### src/rtl/rfcm_pkg.sv
// ----------------------------------------------------------------------------
// rfcm_pkg
// Constants and codes for the card reader frame matcher.
// ----------------------------------------------------------------------------
package rfcm_pkg;

   localparam int RX_BYTE_WIDTH   = 8;
   localparam int CARD_ID_WIDTH   = 32;
   localparam int MATCH_WIDTH     = 2;
   localparam int POS_WIDTH       = 4;
   localparam int CSR_INDEX_WIDTH = 2;
   localparam int CSR_DATA_WIDTH  = 32;
   // card_match then card_id, padded to whole bytes
   localparam int RSP_PACK_WIDTH  = MATCH_WIDTH + CARD_ID_WIDTH;
   localparam int RSP_TDATA_WIDTH = ((RSP_PACK_WIDTH + 7) / 8) * 8;

   localparam logic [RX_BYTE_WIDTH-1:0] HDR_CMD     = 8'h04;
   localparam logic [RX_BYTE_WIDTH-1:0] HDR_LEN     = 8'h0C;
   localparam logic [RX_BYTE_WIDTH-1:0] MODE_ACTIVE = 8'h02;
   localparam logic [RX_BYTE_WIDTH-1:0] STATUS_OK   = 8'h00;

   // frame byte positions
   localparam logic [POS_WIDTH-1:0] POS_HUNT     = 4'd0;
   localparam logic [POS_WIDTH-1:0] POS_LEN      = 4'd1;
   localparam logic [POS_WIDTH-1:0] POS_MODE     = 4'd2;
   localparam logic [POS_WIDTH-1:0] POS_STATUS   = 4'd4;
   localparam logic [POS_WIDTH-1:0] POS_ID_FIRST = 4'd7;
   localparam logic [POS_WIDTH-1:0] POS_ID_LAST  = 4'd10;
   localparam logic [POS_WIDTH-1:0] POS_LAST     = 4'd11;

   localparam logic [CSR_INDEX_WIDTH-1:0] CSR_KNOWN_CARD_ONE = 2'd0;
   localparam logic [CSR_INDEX_WIDTH-1:0] CSR_KNOWN_CARD_TWO = 2'd1;

   localparam logic [CARD_ID_WIDTH-1:0] KNOWN_CARD_ONE_RESET = 32'hB385_7A5C;
   localparam logic [CARD_ID_WIDTH-1:0] KNOWN_CARD_TWO_RESET = 32'hC3CD_7228;

   typedef enum logic [MATCH_WIDTH-1:0] {
      MATCH_NONE   = 2'd0,
      MATCH_FIRST  = 2'd1,
      MATCH_SECOND = 2'd2
   } card_match_type;

endpackage

### src/rtl/rfid_card_frame_matcher.sv
// ----------------------------------------------------------------------------
// rfid_card_frame_matcher
// Hunts for 0x04 0x0C frames in a byte stream, checks mode and status,
// extracts the card id and compares it with two known cards.
// ----------------------------------------------------------------------------
//  channel  | dir | beat contents
//  ---------+-----+-----------------------------------------------------
//  req_     | in  | one received reader byte
//  rsp_     | out | card match code and 32-bit card id, one per good frame
//  csr_     | in  | index 0 known card one, index 1 known card two
//
//  Each byte passes through the input register, then frame decode into the
//  result register. One byte per cycle while no held result stalls decode.
//  A held result stalls the decode stage only; the input register still
//  takes a byte while it is empty. Reset (synchronous) starts hunting with
//  both known cards at their default ids.
// ----------------------------------------------------------------------------
module rfid_card_frame_matcher (
   input  logic                                 clock,
   input  logic                                 reset,
   input  logic                                 req_tvalid,
   output logic                                 req_tready,
   input  logic [rfcm_pkg::RX_BYTE_WIDTH-1:0]   req_tdata,   // [7:0] rx_byte
   output logic                                 rsp_tvalid,
   input  logic                                 rsp_tready,
   output logic [rfcm_pkg::RSP_TDATA_WIDTH-1:0] rsp_tdata,   // [1:0] card_match,
                                                             // [33:2] card_id
   input  logic                                 csr_valid,
   output logic                                 csr_ready,
   input  logic [rfcm_pkg::CSR_INDEX_WIDTH-1:0] csr_index,
   input  logic [rfcm_pkg::CSR_DATA_WIDTH-1:0]  csr_data
);
   import rfcm_pkg::*;

   logic                      in_valid_ff;
   logic [RX_BYTE_WIDTH-1:0]  in_byte_ff;
   logic [POS_WIDTH-1:0]      frame_position_ff, frame_position_in;
   logic                      mode_good_ff, mode_good_in;
   logic                      status_good_ff, status_good_in;
   logic [CARD_ID_WIDTH-1:0]  id_shift_ff, id_shift_in;
   logic [CARD_ID_WIDTH-1:0]  known_card_one_ff, known_card_two_ff;
   logic                      rsp_valid_ff;
   card_match_type            rsp_match_ff, match_in;
   logic [CARD_ID_WIDTH-1:0]  rsp_id_ff;
   logic                      out_free, advance, emit;
   logic [POS_WIDTH-1:0]      pos;

   assign out_free   = !rsp_valid_ff || rsp_tready;
   assign advance    = in_valid_ff && out_free;
   assign req_tready = !in_valid_ff || advance;
   assign csr_ready  = 1'b1;

   // frame decode
   always_comb begin
      pos               = (frame_position_ff > POS_LAST) ? POS_HUNT : frame_position_ff;
      frame_position_in = POS_HUNT;
      mode_good_in      = mode_good_ff;
      status_good_in    = status_good_ff;
      id_shift_in       = id_shift_ff;
      emit              = 1'b0;
      case (pos)
         POS_HUNT: begin
            frame_position_in = (in_byte_ff == HDR_CMD) ? POS_LEN : POS_HUNT;
         end
         POS_LEN: begin
            // a bad length byte may itself start a new header
            if (in_byte_ff == HDR_LEN)
               frame_position_in = POS_MODE;
            else
               frame_position_in = (in_byte_ff == HDR_CMD) ? POS_LEN : POS_HUNT;
         end
         default: begin
            if (pos == POS_MODE)
               mode_good_in = (in_byte_ff == MODE_ACTIVE);
            if (pos == POS_STATUS)
               status_good_in = (in_byte_ff == STATUS_OK);
            if (pos >= POS_ID_FIRST && pos <= POS_ID_LAST)
               id_shift_in = {id_shift_ff[CARD_ID_WIDTH-RX_BYTE_WIDTH-1:0], in_byte_ff};
            if (pos == POS_LAST) begin
               frame_position_in = POS_HUNT;
               emit              = mode_good_ff && status_good_ff;
            end else begin
               frame_position_in = pos + 4'd1;
            end
         end
      endcase
   end

   always_comb begin
      if (id_shift_ff == known_card_one_ff)
         match_in = MATCH_FIRST;
      else if (id_shift_ff == known_card_two_ff)
         match_in = MATCH_SECOND;
      else
         match_in = MATCH_NONE;
   end

   always_ff @(posedge clock) begin
      if (reset) begin
         in_valid_ff       <= 1'b0;
         frame_position_ff <= POS_HUNT;
         mode_good_ff      <= 1'b0;
         status_good_ff    <= 1'b0;
         id_shift_ff       <= '0;
         known_card_one_ff <= KNOWN_CARD_ONE_RESET;
         known_card_two_ff <= KNOWN_CARD_TWO_RESET;
         rsp_valid_ff      <= 1'b0;
      end else begin
         if (req_tvalid && req_tready) begin
            in_valid_ff <= 1'b1;
            in_byte_ff  <= req_tdata;
         end else if (advance) begin
            in_valid_ff <= 1'b0;
         end

         if (advance) begin
            frame_position_ff <= frame_position_in;
            mode_good_ff      <= mode_good_in;
            status_good_ff    <= status_good_in;
            id_shift_ff       <= id_shift_in;
            rsp_valid_ff      <= emit;
            if (emit) begin
               rsp_match_ff <= match_in;
               rsp_id_ff    <= id_shift_ff;
            end
         end else if (rsp_tready) begin
            rsp_valid_ff <= 1'b0;
         end

         if (csr_valid && csr_ready) begin
            case (csr_index)
               CSR_KNOWN_CARD_ONE: known_card_one_ff <= csr_data;
               CSR_KNOWN_CARD_TWO: known_card_two_ff <= csr_data;
               default: ;
            endcase
         end
      end
   end

   assign rsp_tvalid = rsp_valid_ff;
   assign rsp_tdata  = {{(RSP_TDATA_WIDTH-RSP_PACK_WIDTH){1'b0}}, rsp_id_ff, rsp_match_ff};

   // assertions
   a_pos_range: assert property (@(posedge clock) disable iff (reset)
      frame_position_ff <= POS_LAST)
      else $error("frame position out of range");

   a_emit_ends_frame: assert property (@(posedge clock) disable iff (reset)
      (advance && emit) |=> (frame_position_ff == POS_HUNT))
      else $error("result loaded without returning to hunt");

   a_first_match_id: assert property (@(posedge clock) disable iff (reset)
      (rsp_valid_ff && rsp_match_ff == MATCH_FIRST) |-> (rsp_id_ff == known_card_one_ff))
      else $error("first card match with a different id");

   a_second_match_id: assert property (@(posedge clock) disable iff (reset)
      (rsp_valid_ff && rsp_match_ff == MATCH_SECOND) |->
         (rsp_id_ff == known_card_two_ff && rsp_id_ff != known_card_one_ff))
      else $error("second card match inconsistent with known ids");

endmodule
### config.mk
export PLATFORM = sky130hd
export DESIGN_NAME = rfid_card_frame_matcher
export DESIGN_NICKNAME = d
export VERILOG_FILES = /design/src/rtl/rfcm_pkg.sv /design/src/rtl/rfid_card_frame_matcher.sv
export SDC_FILE = /design/constraint.sdc
export NUM_CORES = 1
export LEC_CHECK = 0
export BUFFER_PORTS_ARGS = -buffer_cell sky130_fd_sc_hd__buf_2
export CELL_PAD_IN_SITES_DETAIL_PLACEMENT = 0
export CELL_PAD_IN_SITES_GLOBAL_PLACEMENT = 1
export CORE_MARGIN = 2
export CORE_UTILIZATION = 35
export DETAILED_ROUTE_END_ITERATION = 8
export GPL_ROUTABILITY_DRIVEN = 0
export PLACE_DENSITY = 0.73
export SYNTH_ARGS = -nofsm -noshare
export SYNTH_HDL_FRONTEND = slang
export SYNTH_SLANG_ARGS = --single-unit
### constraint.sdc
create_clock -name clock -period 3.77 [get_ports clock]
set_input_delay 0.1885 -clock clock [delete_from_list [all_inputs] [get_ports clock]]
set_output_delay 0.1885 -clock clock [all_outputs]
set_load 0.01 [all_outputs]
# [After elaboration in Yosys (flattened, before gate mapping)]
# Cells that the tools add are included.
[totals] ff_bits=146 input_bits=47 output_inout_bits=43 elab_cells=60
[op_classes] add_sub_neg=1 order_cmp=3 eq_ne=10 n_mux=12 n_bitwise=2 reduce_logical=21
[op_table] operator="32-bit == test" count=2
[op_table] operator="3-bit AND reduction" count=4
[op_table] operator="8-bit by 2-bit == test with 1-bit output (second input constant)" count=1
[op_table] operator="8-bit by 3-bit == test with 1-bit output (second input constant)" count=1
[op_table] operator="8-bit by 4-bit == test with 1-bit output (second input constant)" count=1
[op_table] operator="8-bit zero test" count=1
[op_table] operator="4-bit 2-to-1 mux" count=2
[op_table] operator="4-bit case mux with 2 select lines" count=1
[op_table] operator="1-bit 2-to-1 mux" count=7
[op_table] operator="2-bit AND reduction" count=3
[op_table] operator="4-bit by 1-bit adder with 4-bit output (second input constant)" count=1
[op_table] operator="4-bit by 1-bit == test with 1-bit output (second input constant)" count=1
[op_table] operator="4-bit by 2-bit == test with 1-bit output (second input constant)" count=1
[op_table] operator="4-bit by 3-bit == test with 1-bit output (second input constant)" count=1
[op_table] operator="4-bit == test (second input constant)" count=1
[op_table] operator="4-bit by 3-bit greater-or-equal comparator with 1-bit output (second input constant)" count=1
[op_table] operator="4-bit > comparator (second input constant)" count=1
[op_table] operator="4-bit less-or-equal comparator (second input constant)" count=1
[op_table] operator="1-bit logical AND" count=4
[op_table] operator="4-bit zero test" count=1
[op_table] operator="2-bit 2-to-1 mux" count=2
[op_table] operator="2-bit nonzero test" count=2
[op_table] operator="2-bit by 1-bit == test with 1-bit output (second input constant)" count=1
[op_table] operator="1-bit zero test" count=2
[op_table] operator="4 further kinds" count=6

# [Depth between registers and ports, before layout]
[logic_depth] ltp_word=6 mapped_depth=9 ltp_nobuf=7

# [Least setup slack after synthesis]
# No wires, ideal clock.
[synth_timing] kind="register to register" from="register frame_position_ff[2]" to="register rsp_id_ff[0], enable pin" setup_ps=425 arrival_ps=2841 required_ps=3345 slack_ps=504 stages_incl_launch_ff=7 n_path_buf=0 synth_period_minus_slack_ps=3266 cell_sequence="dfxtp_1 -> ha_1 -> or2b_1 -> ha_1 -> o21ai_2 -> nand3_1 -> nor2_1"
[synth_via] elab_chain_cells=6 word_cells_on_any_way=9 cone_classes="order compare (1); eq/ne (2); mux (3); reduce/logical (3)"
[synth_lines] item="start, declared" line_no="rfid_card_frame_matcher.sv:37" rtl="logic [POS_WIDTH-1:0] frame_position_ff, frame_position_in;"
[synth_lines] item="start signal, assigned" line_no="rfid_card_frame_matcher.sv:117" rtl="frame_position_ff <= frame_position_in;"
[synth_lines] item="4-bit > comparator" line_no="rfid_card_frame_matcher.sv:55" rtl="pos = (frame_position_ff > POS_LAST) ? POS_HUNT : frame_position_ff;"
[synth_lines] item="4-bit 2-to-1 mux *" line_no="rfid_card_frame_matcher.sv:55"
[synth_lines] item="4-bit == test (tied with other cells)" line_no="rfid_card_frame_matcher.sv:79" rtl="if (pos == POS_LAST) begin"
[synth_lines] item="1-bit 2-to-1 mux or 2-bit OR reduction (tied branches)"
[synth_lines] item="1-bit 2-to-1 mux *" line_no="rfid_card_frame_matcher.sv:61" rtl="case (pos)"
[synth_lines] item="3-bit AND reduction (no source line) *"
[synth_lines] item="end signal, assigned" line_no="rfid_card_frame_matcher.sv:124" rtl="rsp_id_ff <= id_shift_ff;"
[synth_lines] item="end, declared" line_no="rfid_card_frame_matcher.sv:44" rtl="logic [CARD_ID_WIDTH-1:0] rsp_id_ff;"
# Mark *: on every way between the ends. The rest lies on a longest branch, timed or not.
# A chain may end at the register's enable or synchronous reset.

# [Final worst setup path]
[layout_timing] from="register frame_position_ff[2]" to="register rsp_id_ff[30], enable pin"
# Same word-level chain as after synthesis.

==> impl_results.md <==
- Run status: complete, no violations
- Worst Max-Slew Pin Slew: 0.926 ns
- Net Switching: about 0.76 mW
- Synth top area cells: dfxtp_1, edfxtp_1, nand2_1
- Sw Share: 20.4%
- Worst Clk Skew: 0.00828 ns
- Post-DR wirelength/cell: ~16 um
- Commonest cells post-synth: nand2_1, dfxtp_1, nand2b_1, edfxtp_1, a21oi_1
- CTS tree: built
- PortBufs: a little over 80
- Core area: around 17000 um2
- Leak pwr: around 3 nW
- Fillers: ~1700
- Cell area after synthesis: roughly 6200 um2
- Crit Path Class: register to register
- Pint: 2.97 mW
- Final worst-path cycle share: 63.8%
- Comb pwr share: 5.0%
- Syn_area_per_cell: 10.3 um2
- Max IR drop VDD: roughly 0.34 mV
- Hold violation count in the final report: 0
- Die area: 18800 um2
- Resize count post-CTS: 0
- Worst setup SP type: register
- Final Max Slew Viols: 0
- EDFF count, synth: 42
- Drt first-iter violations: between 200 and 250
- Num rows: 48
- Final Non-Filler Cells: 934
- Hold Path Cell Cnt: 3
- Clock Tree Root: clkbuf_16
- Initial antenna violation count: 0
- TritonCTS Buffers: 17
- Cells on worst reg2reg path: 7
- Sequential area share after synthesis: between 50% and 60%
- Vias in the first global route: around 4400
- Post-route minimum period: between 2 and 2.5 ns
- Global-route wire length before repair: approximately 23000 um
- Starting Density: between 30% and 40%
- Yosys reg bits: around 150
- Post-route setup TNS: 0 ns
- Crit-path max FO: 34
- Required @ worst endpoint: approximately 3.8 ns
- Dpl hpwl: approximately 11000 um
- RR Startpoint: frame_position_ff[2]$_SDFFE_PP0P_
- Remaining antenna violation count: 0
- Clk_lat worst skew: 0.41 ns
- Routed Wire Length: roughly 15000 um
- DP Area: 6710 um2
- Worst Hold End: known_card_one_ff[29]$_SDFFE_PP1P_
- Post CTS Setup Buffer Count: 0
- Via count: around 4500
- Area share of the largest cell type after synthesis: 33.6%
- Nets: between 700 and 800
- DR pass1 iterations: 5
- Share of cells above drive strength 1: between 10% and 20%
- Total power: ~3.7 mW
- Synth Instances: 602
- Largest net degree at the start of global routing: between 60 and 70
- Die Width: 137 um
- Fmax: between 400 and 500 MHz
- Worst r2r dst: rsp_id_ff[30]$_DFFE_PP_
- Slew HR: between 30% and 40%
- Layout area overhead: 22.6%
- Inst Count DP: ~900
- Overflow after GRT: 0
- Netlist cell types: 39
- Vias per cell: about 4.8
- Worst hold path class: input pin to register
- Die Y: roughly 140 um
- MaxCap Viol Count: 0
- # setup viols final: 0
- Post-route cell area: between 7000 and 8000 um2
- Synth area leader: dfxtp_1
- Clock Pin Slew Worst Setup and Hold Paths: ~0.060 ns
- Htree depth: 4
- Longest Clk Path Bufs: 2
- CTS sink cnt: around 150
- Worst Setup End Kind: register
- IO Count: 90
- Predominant post-synthesis flop cell: dfxtp_1
- Hold Startpoint: csr_data[29]
- Worst R2R Setup Slack: around 1.4 ns
- Ant. Diodes: 0
- Sequential power share: 44.7%
- Unrepaired setup endpoints after global routing: false
- Clock power frac: between 50% and 60%
- Post-synth ARST share: 0%
- Arrival @ worst endpoint: ~2.5 ns
- PD cells: 493 nW/um2
- Residual DRC: 0
- Total track usage: between 10% and 20%
- Most common cell in the netlist: nand2_1
- Synth Warn #: 0
- Final core utilization: around 44%
==> layout make-up <==
class	count	area [um2]	share of cell area, %
clock buffers	19	433	5.71
clock inverters	13	230	3.03
inverters	4	15.0	0.198
multi-input cells	418	2620	34.5
flip-flops and latches	146	3340	44.1
well taps	225	282	3.71
repair buffers	109	666	8.77
==> power groups by stage <==
stage               Clock [mW]  Combinational (mW)  Sequential (mW)
floorplan                    0               0.115             1.70
global placement             0               0.165             1.70
detailed placement           0               0.169             1.71
CTS                       1.91               0.187             1.67
global route              1.98               0.207             1.68
finish                    1.88               0.185             1.67
==> layer usage <==
| layer | vias to the layer above | part of all wire (%) | track usage [%] |
|---|---|---|---|
| met5 | - | 0 | 0 |
| li1 | 2211 | - | - |
| met2 | 129 | 47 | 25.8 |
| met3 | 16 | 5.4 | 3.52 |
| met1 | 2103 | 46 | 22.2 |
| met4 | 0 | 1.8 | 7.45 |
==> flip-flops by register name, indices dropped and copies added (netlist names), 2 cells and up <==
register	count
rsp_id_ff	32
rsp_match_ff	2
id_shift_ff	32
known_card_two_ff	32
in_byte_ff	8
frame_position_ff	4
known_card_one_ff	32
==> critical path, cell delays in order (launching register included) <==
cell and delay [ns]:
dfxtp_1 0.33, ha_1 0.24, or2b_1 0.28, ha_1 0.27, o21ai_2 0.29, nand3_1 0.16, nor2_2 0.10, buf_4 0.37
==> logic make-up after synthesis <==
family / count (synthesis) / synth area share [%]
AND/OR/NAND/NOR: 263 / 22.1
flip-flops: 146 / 54.0
XOR/XNOR: 64 / 9.06
AO/OA/AOI/OAI: 45 / 4.12
buffers and inverters: 43 / 4.08
multiplexers: 34 / 5.50
adder cells (fa/ha/maj): 5 / 1.01
other: 2 / 0.121
==> metrics by stage <==
stage / worst slack, ns / hold slack (ns)
after floorplan: 0.504 / 0.287
after global placement: 1.44 / 0.366
after detailed placement: 1.35 / 0.367
after CTS: 1.35 / 0.000263
after global routing: 1.22 / 0.0154
final: 1.36 / 0.0132
==> placed cells by master (no fill, tap or decap), types with 2 or more instances in the layout <==
cell             n
nand3b_1        33
dlygate4sd3_1   21
edfxtp_1        42
xnor2_1         32
conb_1           7
clkbuf_16       17
nor3b_1          2
nor4_1          11
inv_6            2
dfxtp_1        104
clkbuf_1         2
clkinvlp_4       2
and3b_1          3
nand4_1         12
nor2b_1          2
bufinv_16        6
nand2_1        137
buf_4            6
inv_1            4
buf_2           82
nand3_1          5
nand2b_1        45
mux2i_1         34
nor2_1           3
a21oi_1         37
ha_1             5
o211a_1          2
xor2_1          32
==> worst max-delay path by stage <==
stage	start	endpoint	slack, ns	cells past startpoint
after floorplan	frame_position_ff[2]$_SDFFE_PP0P_	rsp_id_ff[0]$_DFFE_PP_	0.50	6
after global placement	frame_position_ff[2]$_SDFFE_PP0P_	rsp_id_ff[26]$_DFFE_PP_	1.44	7
after detailed placement	frame_position_ff[2]$_SDFFE_PP0P_	rsp_id_ff[31]$_DFFE_PP_	1.35	7
after CTS	frame_position_ff[2]$_SDFFE_PP0P_	rsp_id_ff[30]$_DFFE_PP_	1.35	7
after global routing	frame_position_ff[2]$_SDFFE_PP0P_	rsp_id_ff[30]$_DFFE_PP_	1.22	7
final	frame_position_ff[2]$_SDFFE_PP0P_	rsp_id_ff[30]$_DFFE_PP_	1.36	7
==> timing repair <==
| action | in CTS | in global routing |
|---|---|---|
| hold endpoints to repair | 25 | 0 |
| hold buffers | 21 | 0 |
| setup endpoints to repair | 0 | 0 |
Note: power is estimated with default switching activity, not from simulation.
